File: src/rtl/core/ptt_pkg.sv
// Shared types and codes for the pending transaction table.
package ptt_pkg;

    // Action codes of an input word
    localparam logic [2:0] ACT_CREATE   = 3'd0;
    localparam logic [2:0] ACT_MATCH_K  = 3'd1;
    localparam logic [2:0] ACT_MATCH_U  = 3'd2;
    localparam logic [2:0] ACT_EXPIRE   = 3'd3;
    localparam logic [2:0] ACT_CLEANUP  = 3'd4;
    localparam logic [2:0] ACT_COMPLETE = 3'd5;
    localparam logic [2:0] ACT_CANCEL   = 3'd6;

    // Life states of a slot
    localparam logic [1:0] LIFE_PENDING   = 2'd0;
    localparam logic [1:0] LIFE_COMPLETED = 2'd1;
    localparam logic [1:0] LIFE_EXPIRED   = 2'd2;
    localparam logic [1:0] LIFE_CANCELLED = 2'd3;

    // Configuration register indexes
    localparam logic [1:0] CFG_CALL_CONTROL = 2'd0;
    localparam logic [1:0] CFG_SUPPLEMENTARY = 2'd1;

    localparam logic [3:0] CALL_CONTROL_RST = 4'd3;
    localparam logic [3:0] SUPPLEMENTARY_RST = 4'd11;

    // Payload stored per slot in the slot RAM
    typedef struct packed {
        logic [3:0] disc;
        logic [7:0] msg_type;
        logic [3:0] ident;
        logic [5:0] timer;
    } t_word;

    localparam int WORD_W = $bits(t_word);

    // Controller to datapath commands
    typedef struct packed {
        logic start;
        logic issue;
        logic finish;
    } t_cmd;

    // Datapath to controller status
    typedef struct packed {
        logic last_issue;
        logic out_free;
    } t_stat;

endpackage

File: src/rtl/core/ptt_ram.sv
// Generic single-write, single-read RAM with registered read data.
module ptt_ram #(
    parameter int WIDTH = 8,
    parameter int DEPTH = 16
) (
    input  logic                     i_clk,
    input  logic                     i_we,
    input  logic [$clog2(DEPTH)-1:0] i_waddr,
    input  logic [WIDTH-1:0]         i_wdata,
    input  logic [$clog2(DEPTH)-1:0] i_raddr,
    output logic [WIDTH-1:0]         o_rdata
);
    logic [WIDTH-1:0] r_mem [DEPTH];
    logic [WIDTH-1:0] r_rdata;

    // Write and registered read
    always_ff @(posedge i_clk) begin
        if (i_we) begin
            r_mem[i_waddr] <= i_wdata;
        end
        r_rdata <= r_mem[i_raddr];
    end

    assign o_rdata = r_rdata;
endmodule

File: src/rtl/core/ptt_ctrl.sv
// Sequencer that runs one slot scan per accepted word.
module ptt_ctrl (
    input  logic          i_clk,
    input  logic          i_rst_n,
    input  logic          i_in_valid,
    input  ptt_pkg::t_stat i_stat,
    output logic          o_in_stall,
    output ptt_pkg::t_cmd o_cmd
);
    import ptt_pkg::*;

    localparam logic [1:0] S_IDLE  = 2'd0;
    localparam logic [1:0] S_SCAN  = 2'd1;
    localparam logic [1:0] S_DRAIN = 2'd2;
    localparam logic [1:0] S_DONE  = 2'd3;

    logic [1:0] r_state;
    logic [1:0] n_state;

    // Next state and commands
    always_comb begin
        n_state      = r_state;
        o_cmd        = '0;
        case (r_state)
            S_IDLE: begin
                if (i_in_valid) begin
                    o_cmd.start = 1'b1;
                    n_state     = S_SCAN;
                end
            end
            S_SCAN: begin
                o_cmd.issue = 1'b1;
                if (i_stat.last_issue) begin
                    n_state = S_DRAIN;
                end
            end
            S_DRAIN: begin
                n_state = S_DONE;
            end
            S_DONE: begin
                if (i_stat.out_free) begin
                    o_cmd.finish = 1'b1;
                    n_state      = S_IDLE;
                end
            end
            default: begin
                n_state = S_IDLE;
            end
        endcase
    end

    assign o_in_stall = (r_state != S_IDLE);

    // State register
    always_ff @(posedge i_clk) begin
        if (!i_rst_n) begin
            r_state <= S_IDLE;
        end else begin
            r_state <= n_state;
        end
    end

    // A new word starts only from idle, and a finish only from done
    assert property (@(posedge i_clk) disable iff (!i_rst_n)
        o_cmd.start |=> (r_state == S_SCAN))
        else $error("start did not enter the scan");
    assert property (@(posedge i_clk) disable iff (!i_rst_n)
        o_cmd.finish |-> $past(r_state == S_DRAIN) || $past(r_state == S_DONE))
        else $error("finish without a drained scan");
    assert property (@(posedge i_clk) disable iff (!i_rst_n)
        (r_state == S_DRAIN) |=> (r_state == S_DONE))
        else $error("drain did not reach done");
endmodule

File: src/rtl/core/ptt_datapath.sv
// Slot state, identifier index, scan checks and the result register.
module ptt_datapath #(
    parameter int SLOTS = 16
) (
    input  logic           i_clk,
    input  logic           i_rst_n,
    input  ptt_pkg::t_cmd  i_cmd,
    output ptt_pkg::t_stat o_stat,
    input  logic           i_cfg_valid,
    input  logic [1:0]     i_cfg_index,
    input  logic [3:0]     i_cfg_data,
    input  logic [2:0]     i_action,
    input  logic [3:0]     i_disc,
    input  logic [7:0]     i_msg_type,
    input  logic [3:0]     i_trans_ident,
    input  logic [5:0]     i_timer_code,
    input  logic [4:0]     i_entry_id,
    input  logic           i_out_stall,
    output logic           o_out_valid,
    output logic           o_found,
    output logic [4:0]     o_slot_id,
    output logic [3:0]     o_hit_disc,
    output logic [7:0]     o_hit_type,
    output logic [3:0]     o_hit_ident,
    output logic [5:0]     o_hit_timer,
    output logic [4:0]     o_removed,
    output logic [4:0]     o_pending_total,
    output logic [4:0]     o_occupied_total
);
    import ptt_pkg::*;

    localparam int SW = (SLOTS > 1) ? $clog2(SLOTS) : 1;
    localparam int CW = $clog2(SLOTS + 1);
    localparam int IW = ((SW > 5) ? SW : 5) + 1;

    // Latched word and configuration
    logic [2:0] r_act;
    logic [3:0] r_disc;
    logic [7:0] r_type;
    logic [3:0] r_ident;
    logic [5:0] r_timer;
    logic [4:0] r_id;
    logic [3:0] r_cc;
    logic [3:0] r_su;

    // Slot flags and identifier index
    logic          r_used   [SLOTS];
    logic [1:0]    r_life   [SLOTS];
    logic          r_ix_vld [8];
    logic [SW-1:0] r_ix_slot[8];
    logic [CW-1:0] r_used_cnt;
    logic [CW-1:0] r_pend_cnt;

    // Scan pipeline and captures
    logic [SW-1:0] r_addr;
    logic          r_chk_vld;
    logic [SW-1:0] r_chk_slot;
    logic          r_hit;
    logic [SW-1:0] r_hit_slot;
    t_word         r_hit_word;
    logic          r_free_fnd;
    logic [SW-1:0] r_free_slot;
    logic          r_fin_fnd;
    logic [SW-1:0] r_fin_slot;
    t_word         r_fin_word;
    logic [CW-1:0] r_removed;

    // Result register
    logic          r_out_valid;
    logic          r_found;
    logic [4:0]    r_slot_id;
    t_word         r_out_word;
    logic [4:0]    r_out_removed;
    logic [4:0]    r_out_pend;
    logic [4:0]    r_out_used;

    logic [WORD_W-1:0] ram_rdata;
    t_word             rd;
    t_word             new_word;
    logic              ram_we;
    logic [SW-1:0]     pick;
    logic              create_ok;
    logic              keyed_req;
    logic              keyed_rd;
    logic              keyed_fin;
    logic              chk_used;
    logic              chk_pend;
    logic              type_matters;
    logic              id_match;
    logic              key_hit;
    logic              scan_hit;
    logic              id_hit;
    logic              hit_now;
    logic              is_create;
    logic [CW-1:0]     n_used_cnt;
    logic [CW-1:0]     n_pend_cnt;

    assign rd        = t_word'(ram_rdata);
    assign new_word  = '{disc: r_disc, msg_type: r_type, ident: r_ident, timer: r_timer};
    assign keyed_req = (r_disc == r_cc) || (r_disc == r_su);
    assign keyed_rd  = (rd.disc == r_cc) || (rd.disc == r_su);
    assign keyed_fin = (r_fin_word.disc == r_cc) || (r_fin_word.disc == r_su);
    assign chk_used  = r_used[r_chk_slot];
    assign chk_pend  = chk_used && (r_life[r_chk_slot] == LIFE_PENDING);
    assign is_create = (r_act == ACT_CREATE);

    // Per-slot hit checks on the word read back
    assign type_matters = (r_act == ACT_MATCH_K) || !keyed_req;
    assign id_match = (r_id != 5'd0) &&
        (IW'(r_id) == IW'(r_chk_slot) + IW'(1));
    assign key_hit = (r_act == ACT_MATCH_K) && keyed_req && !r_ident[3] &&
        r_ix_vld[r_ident[2:0]] && (r_ix_slot[r_ident[2:0]] == r_chk_slot) &&
        chk_pend && (rd.disc == r_disc) && (rd.ident == r_ident);
    assign scan_hit = (((r_act == ACT_MATCH_K) && !keyed_req) || (r_act == ACT_MATCH_U)) &&
        chk_pend && (rd.disc == r_disc) && (!type_matters || (rd.msg_type == r_type));
    assign id_hit = ((r_act == ACT_COMPLETE) || (r_act == ACT_CANCEL)) && chk_pend && id_match;
    assign hit_now = r_chk_vld && !r_hit && (key_hit || scan_hit || id_hit);

    // Slot chosen by create
    assign create_ok = r_free_fnd || r_fin_fnd;
    assign pick      = r_free_fnd ? r_free_slot : r_fin_slot;
    assign ram_we    = i_cmd.finish && is_create && create_ok;

    always_comb begin
        n_used_cnt = r_used_cnt;
        n_pend_cnt = r_pend_cnt;
        if (ram_we) begin
            n_pend_cnt = r_pend_cnt + CW'(1);
            if (r_free_fnd) begin
                n_used_cnt = r_used_cnt + CW'(1);
            end
        end
    end

    assign o_stat.last_issue = (r_addr == SW'(SLOTS - 1));
    assign o_stat.out_free   = !r_out_valid || !i_out_stall;

    ptt_ram #(.WIDTH(WORD_W), .DEPTH(SLOTS)) u_slot_ram (
        .i_clk  (i_clk),
        .i_we   (ram_we),
        .i_waddr(pick),
        .i_wdata(new_word),
        .i_raddr(r_addr),
        .o_rdata(ram_rdata)
    );

    // Configuration registers
    always_ff @(posedge i_clk) begin
        if (!i_rst_n) begin
            r_cc <= CALL_CONTROL_RST;
            r_su <= SUPPLEMENTARY_RST;
        end else if (i_cfg_valid) begin
            if (i_cfg_index == CFG_CALL_CONTROL) begin
                r_cc <= i_cfg_data;
            end else if (i_cfg_index == CFG_SUPPLEMENTARY) begin
                r_su <= i_cfg_data;
            end
        end
    end

    // Latch the word and run the scan pipeline
    always_ff @(posedge i_clk) begin
        if (i_cmd.start) begin
            r_act   <= i_action;
            r_disc  <= i_disc;
            r_type  <= i_msg_type;
            r_ident <= i_trans_ident;
            r_timer <= i_timer_code;
            r_id    <= i_entry_id;
        end
        if (i_cmd.start) begin
            r_addr <= '0;
        end else if (i_cmd.issue && !o_stat.last_issue) begin
            r_addr <= r_addr + SW'(1);
        end
        r_chk_slot <= r_addr;
        if (hit_now) begin
            r_hit_slot <= r_chk_slot;
            r_hit_word <= rd;
        end
        if (r_chk_vld && is_create && !chk_used && !r_free_fnd) begin
            r_free_slot <= r_chk_slot;
        end
        if (r_chk_vld && is_create && chk_used && !chk_pend && !r_fin_fnd) begin
            r_fin_slot <= r_chk_slot;
            r_fin_word <= rd;
        end
    end

    // Scan control flags and the removed count
    always_ff @(posedge i_clk) begin
        if (!i_rst_n) begin
            r_chk_vld  <= 1'b0;
            r_hit      <= 1'b0;
            r_free_fnd <= 1'b0;
            r_fin_fnd  <= 1'b0;
            r_removed  <= '0;
        end else begin
            r_chk_vld <= i_cmd.issue;
            if (i_cmd.start) begin
                r_hit      <= 1'b0;
                r_free_fnd <= 1'b0;
                r_fin_fnd  <= 1'b0;
                r_removed  <= '0;
            end else if (r_chk_vld) begin
                if (hit_now) begin
                    r_hit <= 1'b1;
                end
                if (is_create && !chk_used) begin
                    r_free_fnd <= 1'b1;
                end
                if (is_create && chk_used && !chk_pend) begin
                    r_fin_fnd <= 1'b1;
                end
                if ((r_act == ACT_CLEANUP) && chk_used && !chk_pend) begin
                    r_removed <= r_removed + CW'(1);
                end
            end
        end
    end

    // Slot flags, index and counts
    always_ff @(posedge i_clk) begin
        if (!i_rst_n) begin
            for (int i = 0; i < SLOTS; i++) begin
                r_used[i] <= 1'b0;
            end
            for (int j = 0; j < 8; j++) begin
                r_ix_vld[j] <= 1'b0;
            end
            r_used_cnt <= '0;
            r_pend_cnt <= '0;
        end else begin
            // clear the index before a rebuild
            if (i_cmd.start && (i_action == ACT_CLEANUP)) begin
                for (int j = 0; j < 8; j++) begin
                    r_ix_vld[j] <= 1'b0;
                end
            end
            if (r_chk_vld) begin
                // expire pending slots on this timer
                if ((r_act == ACT_EXPIRE) && chk_pend && (rd.timer == r_timer)) begin
                    r_life[r_chk_slot] <= LIFE_EXPIRED;
                    r_pend_cnt         <= r_pend_cnt - CW'(1);
                end
                // complete or cancel by id
                if (id_hit) begin
                    r_life[r_chk_slot] <= (r_act == ACT_COMPLETE) ? LIFE_COMPLETED
                                                                  : LIFE_CANCELLED;
                    r_pend_cnt         <= r_pend_cnt - CW'(1);
                end
                // free finished slots and rebuild the index
                if (r_act == ACT_CLEANUP) begin
                    if (chk_used && !chk_pend) begin
                        r_used[r_chk_slot] <= 1'b0;
                        if (r_used_cnt != '0) begin
                            r_used_cnt <= r_used_cnt - CW'(1);
                        end
                    end
                    if (chk_pend && keyed_rd && !rd.ident[3] && !r_ix_vld[rd.ident[2:0]]) begin
                        r_ix_vld[rd.ident[2:0]]  <= 1'b1;
                        r_ix_slot[rd.ident[2:0]] <= r_chk_slot;
                    end
                end
            end
            // commit a create
            if (ram_we) begin
                r_used[pick] <= 1'b1;
                r_life[pick] <= LIFE_PENDING;
                r_used_cnt   <= n_used_cnt;
                r_pend_cnt   <= n_pend_cnt;
                if (!r_free_fnd && keyed_fin && !r_fin_word.ident[3] &&
                    r_ix_vld[r_fin_word.ident[2:0]] &&
                    (r_ix_slot[r_fin_word.ident[2:0]] == r_fin_slot)) begin
                    r_ix_vld[r_fin_word.ident[2:0]] <= 1'b0;
                end
                if (keyed_req && !r_ident[3]) begin
                    r_ix_vld[r_ident[2:0]]  <= 1'b1;
                    r_ix_slot[r_ident[2:0]] <= pick;
                end
            end
        end
    end

    // Result payload
    always_ff @(posedge i_clk) begin
        if (i_cmd.finish) begin
            r_out_removed <= 5'(r_removed);
            r_out_pend    <= 5'(n_pend_cnt);
            r_out_used    <= 5'(n_used_cnt);
            if (is_create) begin
                r_found    <= create_ok;
                r_slot_id  <= create_ok ? 5'(IW'(pick) + IW'(1)) : 5'd0;
                r_out_word <= create_ok ? new_word : '0;
            end else begin
                r_found    <= r_hit;
                r_slot_id  <= r_hit ? 5'(IW'(r_hit_slot) + IW'(1)) : 5'd0;
                r_out_word <= r_hit ? r_hit_word : '0;
            end
        end
    end

    // Result valid
    always_ff @(posedge i_clk) begin
        if (!i_rst_n) begin
            r_out_valid <= 1'b0;
        end else if (i_cmd.finish) begin
            r_out_valid <= 1'b1;
        end else if (!i_out_stall) begin
            r_out_valid <= 1'b0;
        end
    end

    assign o_out_valid      = r_out_valid;
    assign o_found          = r_found;
    assign o_slot_id        = r_slot_id;
    assign o_hit_disc       = r_out_word.disc;
    assign o_hit_type       = r_out_word.msg_type;
    assign o_hit_ident      = r_out_word.ident;
    assign o_hit_timer      = r_out_word.timer;
    assign o_removed        = r_out_removed;
    assign o_pending_total  = r_out_pend;
    assign o_occupied_total = r_out_used;

    // Count consistency and scan completion
    assert property (@(posedge i_clk) disable iff (!i_rst_n)
        r_pend_cnt <= r_used_cnt)
        else $error("pending count above occupied count");
    assert property (@(posedge i_clk) disable iff (!i_rst_n)
        r_used_cnt <= CW'(SLOTS))
        else $error("occupied count above table size");
    assert property (@(posedge i_clk) disable iff (!i_rst_n)
        i_cmd.finish |-> !r_chk_vld)
        else $error("finish while a slot check is in flight");
endmodule

File: src/rtl/core/pending_transaction_table.sv
// The scan reads the slot RAM once per slot, then drains and registers the result.
// A new word is taken only in idle, after the previous scan has registered its result.
// A finished result may wait in the output register while the next word is taken.
// Reset (synchronous, active low) frees all slots, invalidates the index,
// zeroes the counts and loads the keyed codes 3 and 11. No clearing pass.
module pending_transaction_table #(
    parameter int SLOTS = 16
) (
    input  logic       i_clk,
    input  logic       i_rst_n,
    input  logic       i_cfg_valid,
    output logic       o_cfg_ready,
    input  logic [1:0] i_cfg_index,
    input  logic [3:0] i_cfg_data,
    input  logic       i_in_valid,
    output logic       o_in_stall,
    input  logic [2:0] i_action,
    input  logic [3:0] i_disc,
    input  logic [7:0] i_msg_type,
    input  logic [3:0] i_trans_ident,
    input  logic [5:0] i_timer_code,
    input  logic [4:0] i_entry_id,
    output logic       o_out_valid,
    input  logic       i_out_stall,
    output logic       o_found,
    output logic [4:0] o_slot_id,
    output logic [3:0] o_hit_disc,
    output logic [7:0] o_hit_type,
    output logic [3:0] o_hit_ident,
    output logic [5:0] o_hit_timer,
    output logic [4:0] o_removed,
    output logic [4:0] o_pending_total,
    output logic [4:0] o_occupied_total
);
    import ptt_pkg::*;

    t_cmd  cmd;
    t_stat stat;

    assign o_cfg_ready = 1'b1;

    ptt_ctrl u_ctrl (
        .i_clk     (i_clk),
        .i_rst_n   (i_rst_n),
        .i_in_valid(i_in_valid),
        .i_stat    (stat),
        .o_in_stall(o_in_stall),
        .o_cmd     (cmd)
    );

    ptt_datapath #(.SLOTS(SLOTS)) u_dp (
        .i_clk           (i_clk),
        .i_rst_n         (i_rst_n),
        .i_cmd           (cmd),
        .o_stat          (stat),
        .i_cfg_valid     (i_cfg_valid),
        .i_cfg_index     (i_cfg_index),
        .i_cfg_data      (i_cfg_data),
        .i_action        (i_action),
        .i_disc          (i_disc),
        .i_msg_type      (i_msg_type),
        .i_trans_ident   (i_trans_ident),
        .i_timer_code    (i_timer_code),
        .i_entry_id      (i_entry_id),
        .i_out_stall     (i_out_stall),
        .o_out_valid     (o_out_valid),
        .o_found         (o_found),
        .o_slot_id       (o_slot_id),
        .o_hit_disc      (o_hit_disc),
        .o_hit_type      (o_hit_type),
        .o_hit_ident     (o_hit_ident),
        .o_hit_timer     (o_hit_timer),
        .o_removed       (o_removed),
        .o_pending_total (o_pending_total),
        .o_occupied_total(o_occupied_total)
    );
endmodule
File: config.mk
export PLATFORM = sky130hd
export DESIGN_NAME = pending_transaction_table
export DESIGN_NICKNAME = d
export VERILOG_FILES = /design/src/rtl/core/ptt_pkg.sv /design/src/rtl/core/ptt_ram.sv /design/src/rtl/core/ptt_ctrl.sv /design/src/rtl/core/ptt_datapath.sv /design/src/rtl/core/pending_transaction_table.sv
export SDC_FILE = /design/constraint.sdc
export NUM_CORES = 1
export LEC_CHECK = 0
export ABC_AREA = 1
export ABC_CLOCK_PERIOD_IN_PS = 5500
export BUFFER_PORTS_ARGS = -buffer_cell sky130_fd_sc_hd__buf_2
export CAP_MARGIN = 20
export CORE_MARGIN = 5
export CORE_UTILIZATION = 57
export CTS_CLUSTER_DIAMETER = 50
export DETAILED_ROUTE_END_ITERATION = 8
export PLACE_DENSITY_LB_ADDON = 0.1
export SLEW_MARGIN = 20
export SYNTH_ARGS = -nofsm -noshare
export SYNTH_HDL_FRONTEND = slang
export SYNTH_HIERARCHICAL = 1
export SYNTH_SLANG_ARGS = --single-unit
File: constraint.sdc
create_clock -name i_clk -period 5.5 [get_ports i_clk]
set_input_delay 0.55 -clock i_clk [delete_from_list [all_inputs] [get_ports i_clk]]
set_output_delay 0.55 -clock i_clk [all_outputs]
set_load 0.05 [all_outputs]
# Yosys cells after proc, flatten, opt, wreduce, memory -nomap -nowiden
# Memory sizes are Yosys's and may differ from the RTL's. A register that Yosys moved wholly into a read port is not among the register bits.
# Cells that the tools add are included.
# op_classes
reduce_logical	96
eq_ne	29
mux	97
addsub	9
bitwise	11
# ops
op	count
$mux 5	15
$mux 22	3
$mux 1	60
$logic_and 1x1->1	43
$eq 4x4->1	10
$mux 3	7
$mux 4	5
$add 4x1->5 const B	3
$add 5x1->5 const B	3
$logic_not 1->1	14
$eq 3x3->1 const B	4
$mux 2	6
$reduce_and 2->1	6
$logic_or 1x1->1	11
$reduce_bool 2->1	5
$reduce_bool 5->1	2
$sub 5x1->5 const B	2
$or 1x1->1	9
$eq 8x8->1	1
$pmux 2 s4	1
$eq 3x2->1 const B	2
$eq 5x6->1	1
$eq 6x6->1	1
$logic_not 2->1	3
15 further kinds	25
# word_totals
register_bits	153
ram_bits	440
in_bits	41
word_cells	284
out_inout_bits	46
memories	5
# mem_list
memory	depth	word_bits	rd	rd_ports_with_merged_regs	write_ports	line	rtl
u_dp.u_slot_ram.r_mem	16	22	1	1	1	ptt_ram.sv:13	logic [WIDTH-1:0] r_mem [DEPTH];
u_dp.r_ix_slot	8	4	2	2	1	ptt_datapath.sv:50	logic [SW-1:0] r_ix_slot[8];
u_dp.r_life	16	2	1	1	1	ptt_datapath.sv:48	logic [1:0] r_life [SLOTS];
u_dp.r_used	16	1	1	1	16	ptt_datapath.sv:47	logic r_used [SLOTS];
u_dp.r_ix_vld	8	1	3	2	9	ptt_datapath.sv:49	logic r_ix_vld [8];

# Longest topological paths before layout
# logic_depth
ltp_word	13
ltp_mapped	17
mapped_depth_nobuf	16

# Modules after synthesis
# The synthesis kept the hierarchy.
# by_module_without_submodules
module	area_per_inst_um2	n_inst	cells_per_inst
ptt_ram	15650.0	1	1466
ptt_datapath	11851.4	1	1323
ptt_ctrl	200.2	1	30
pending_transaction_table	11.3	1	2

# Worst setup path after synthesis
# Ideal clock, no wire load.
# synth_path
path_type	input to register
start	in i_out_stall
end	mem u_dp/u_slot_ram/r_mem[12][0] in the netlist's numbering (enable)
arrival_ps	3762
setup_slack_ps	1338
setup_time_ps	401
stages	9
path_buffers	2
cell_sequence	nand2_1 -> nand2_1 -> inv_1 -> nand3_2 -> nor2_4 -> clkbuf_1 -> clkbuf_1 -> nand3_1 -> nor2_1
# synth_lines
item	line	rtl
start: declaration	pending_transaction_table.sv:24	input logic i_out_stall,
end: declaration	ptt_ram.sv:13	

# Final worst setup path
# layout_path
start	reg u_dp.r_free_fnd
end	mem u_dp/r_ix_slot[3][0] in the netlist's numbering (enable)
# layout_via
elab_chain_len	7
word_cells_on_any_way	8
classes_between	mux: 5; reduce/logical: 3
# layout_lines
item	line	rtl
start: declaration	ptt_datapath.sv:61	logic r_free_fnd;
start signal: assignment	ptt_datapath.sv:195	r_free_fnd <= 1'b0;
start signal: assignment	ptt_datapath.sv:202	r_free_fnd <= 1'b0;
start signal: assignment	ptt_datapath.sv:210	r_free_fnd <= 1'b1;
$logic_or 1x1->1 *	ptt_datapath.sv:120	assign create_ok = r_free_fnd || r_fin_fnd;
$logic_and 1x1->1 *	ptt_datapath.sv:122	assign ram_we = i_cmd.finish && is_create && create_ok;
$mux 1 *	ptt_datapath.sv:267	if (ram_we) begin
$mux 1 *	ptt_datapath.sv:224	if (!i_rst_n) begin
$mux 1 (not written as such) *	ptt_datapath.sv:279	r_ix_slot[r_ident[2:0]] <= pick;
$reduce_or 4->1 (no source line)	n/a	
$mux 3 (no source line) or $mux 1 (tied branches)	n/a	
end: declaration	ptt_datapath.sv:50	
# Mark *: on every way between the ends. The rest lies on a longest branch, timed or not.

==> run_results.csv <==
group,metric,value,unit
cells_and_area,utilization,0.641,
detailed_routing,vias,19875,
synthesis,syn_area,0.0277,mm²
floorplanning,die_y,230,µm
global_routing,grt_max_degree,88,
global_routing,use_met3,0.0618,
floorplanning,die_w,230,µm
synthesis,synth_compound_area_frac,0.0366,
clocking,numCtsBuffers,69,
job,cap_violations,0,
synthesis,synth_top_family_by_area,"simple AND/OR/NAND/NOR gates",
synthesis,yosys.area.top_type,"edfxtp_1",
floorplanning,placementRows,80,
synthesis,ys_top_cells_by_area,"edfxtp_1 (58%), nand2_1 (11%), nand3_1 (6.8%)",
detailed_routing,first_pass_iters,6,
pwr,p_leak,12.8,nW
setup_path,critPathArrivalTime,4030,ps
global_routing,overflow,0,
setup_path,startpoint_type,"flip-flop",
run_status,status,"complete, no violations",
synthesis,synth_seq_area_share,0.640,
sta,tightest_slew,1070,ps
worst_hold_path,hp-class,"in -> reg",
synthesis,synthSimpleGateAreaFrac,0.218,
sta,fmax,265,MHz
sta,max_slew_margin,0.287,
clocking,cts_root_buf,"clkbuf_16",
global_routing,grt_util_met2,0.427,
cells_and_area,drive_above_1_share,0.101,
sta,hold_viol_final,0,
sta,period_share,0.686,
detailed_routing,wire_per_inst,20.2,µm
worst_hold_path,min_from,"i_disc[2]",
setup_path,cp_max_fo,29,
setup_path,rr_worst_depth,10,
synthesis,synth_cell_types,45,
worst_hold_path,hold_end,"u_dp/r_disc[2]",
floorplanning,core_area,0.0479,mm²
cells_and_area,final_cell_area,0.0308,mm²
setup_path,critPathKind,"reg -> reg",
synthesis,postSynthAreaPerCell,9.82,µm²
synthesis,yosys.area_share.xor_xnor,0.0130,
placement,portBuffers,85,
placement,dpl.hpwl,43900,µm
clocking,cts_tree,"built",
placement,gp_congestion,0.924,
setup_path,r2r-end,"u_dp/r_ix_slot[3][0]",
sta,fin_setup_tns,0,ps
clocking,path_clk_slew,50,ps
setup_path,worstPathRequired,5750,ps
synthesis,yosys_warnings,6,
cells_and_area,final_common_cell,"nand2_1",
placement,placed_area,0.0285,mm²
sta,hold_ws,121,ps
sta,slew_violations,0,
pwr,powerDensity,434,mW/mm²
clocking,hold_buffers,0,
setup_path,cp-startpoint,"u_dp/r_free_fnd",
clocking,cts_setup_buffers,0,
global_routing,track_usage,0.270,
synthesis,synthMuxAreaShare,0.000406,
synthesis,synth_cells,2821,
clocking,cts_buffer_depth,3,
cells_and_area,layout.cells.non_filler,3571,
detailed_routing,drc,0,
worst_hold_path,holdPathStages,1,
setup_path,rrSetupSlack,1720,ps
sta,rsz0062_at_grt,"no",
synthesis,synth-seq-cells,621,
clocking,cts_resized,0,
placement,dp.cells,3445,
cells_and_area,final_cell_mix,"nand2_1 (811), edfxtp_1 (531), inv_1 (416)",
global_routing,grt_pass1_wl,110000,µm
sta,skew,18.2,ps
clocking,h-tree-depth,3,
detailed_routing,vias_per_cell,5.57,
global_routing,grt_pass1_vias,18773,
floorplanning,start_util,0.578,
sta,setup_viol,0,
synthesis,synth.top_cell.area_share,0.575,
synthesis,yosys.area_share.adder,0.00768,
setup_path,timing.rr.start,"u_dp/r_free_fnd",
floorplanning,num_io_pins,87,
clocking,clock_latency,610,ps
global_routing,busiest_layer,"met2",
global_routing,use_met1,0.384,
cells_and_area,nets,2959,
synthesis,synth_nets,2879,
setup_path,endpoint_kind,"flip-flop",
cells_and_area,diodes,0,
detailed_routing,drt_wl_total,72200,µm
detailed_routing,drt-initial-drc-count,2091,
pwr,peakVddDrop,268,µV
floorplanning,dieArea,0.0531,mm²
detailed_routing,antenna_left,0,
global_routing,antenna_found_initial,0,
cells_and_area,syn_to_final_growth,11.0,%
clocking,numClockSinks,621,
sta,fin_crit,3780,ps
[sequential cells by signal (all words and copies together), names as in the netlist, 6 cells and up, named ones only]
| signal | count |
|---|---|
| u_dp/r_timer | 6 |
| u_dp/r_hit_word | 22 |
| u_dp/r_life | 32 |
| u_dp/r_ix_slot | 32 |
| u_dp/o_hit_timer | 6 |
| u_dp/r_fin_word | 8 |
| u_dp/o_hit_type | 8 |
| u_dp/u_slot_ram/r_mem | 352 |
| u_dp/r_used | 16 |
| u_dp/r_ix_vld | 8 |
| u_dp/u_slot_ram/o_rdata | 22 |
| u_dp/r_type | 8 |
[metal layers]
layer,part of all wire,up-vias
met4,0.025,0
li1,-,9408
met3,0.092,149
met5,0,-
met2,0.46,832
met1,0.42,9486
[worst max path at each step]
stage               cells past startpoint                      endpoint  slack [ps]
finish                                 10          u_dp/r_ix_slot[3][0]        1720
global route                           12            u_dp/r_hit_word[4]        1420
CTS                                    12            u_dp/r_hit_word[4]        1750
detailed placement                     10          u_dp/r_ix_slot[1][2]        1690
global placement                       14          u_dp/r_ix_slot[6][1]        1840
floorplan                               9  u_dp/u_slot_ram/r_mem[12][0]        1340
[per-stage QoR]
step	setup slack [ps]	power (W)
2_1_floorplan	1340	0.00810
3_3_place_gp	1840	0.00889
3_5_place_dp	1690	0.00894
4_1_cts	1750	0.0134
5_1_grt	1420	0.0140
6_report	1720	0.0133
[Yosys cell counts (all sizes together)]
cell,instances
nor3,20
nand3b,4
o22ai,10
o21bai,2
or2,10
inv,440
ha,17
clkbuf,24
a32o,11
xor2,33
nand4,22
buf,84
a211oi,1
nor4,3
o211ai,15
mux2,1
nor2,156
nand3,379
o21a,1
o21ai,98
clkinv,1
xnor2,8
o31ai,1
dfxtp,90
edfxtp,531
a21oi,38
nand2,819
conb,1
a31oi,1
[layout make-up]
| class | count | area [µm²] |
|---|---|---|
| clock inverters | 33 | 290 |
| multi-input cells | 1651 | 7680 |
| fillers | 3852 | 17200 |
| clock buffers | 93 | 1930 |
| well taps | 615 | 769 |
| inverters | 441 | 1660 |
| flip-flops and latches | 621 | 17800 |
| repair buffers | 117 | 666 |
[where the power goes]
part,switching (W),internal (W)
registers,0.000543,0.00554
clock network,0.00184,0.00263
logic,0.00199,0.000790
total,0.00437,0.00896
[kinds of logic (layout without fill, tap and decap cells)]
logic type,count (synthesis),count (layout)
buf+inv,549,684
simple gates,1413,1413
other cells,1,1
flops,621,621
mux,1,1
compound gates,178,178
xor+xnor,41,41
fa+ha+maj,17,17
[critical path, cell delays in order (launching register included)]
cell	delay, ps
dfxtp_1	700
nor2_1	180
nor2_4	570
nand2_2	350
inv_2	330
nand3_2	310
inv_1	290
nand2_1	70
o21ai_1	130
nand2_1	140
nor2_1	350
No activity file was read; power rests on OpenSTA's default activity.
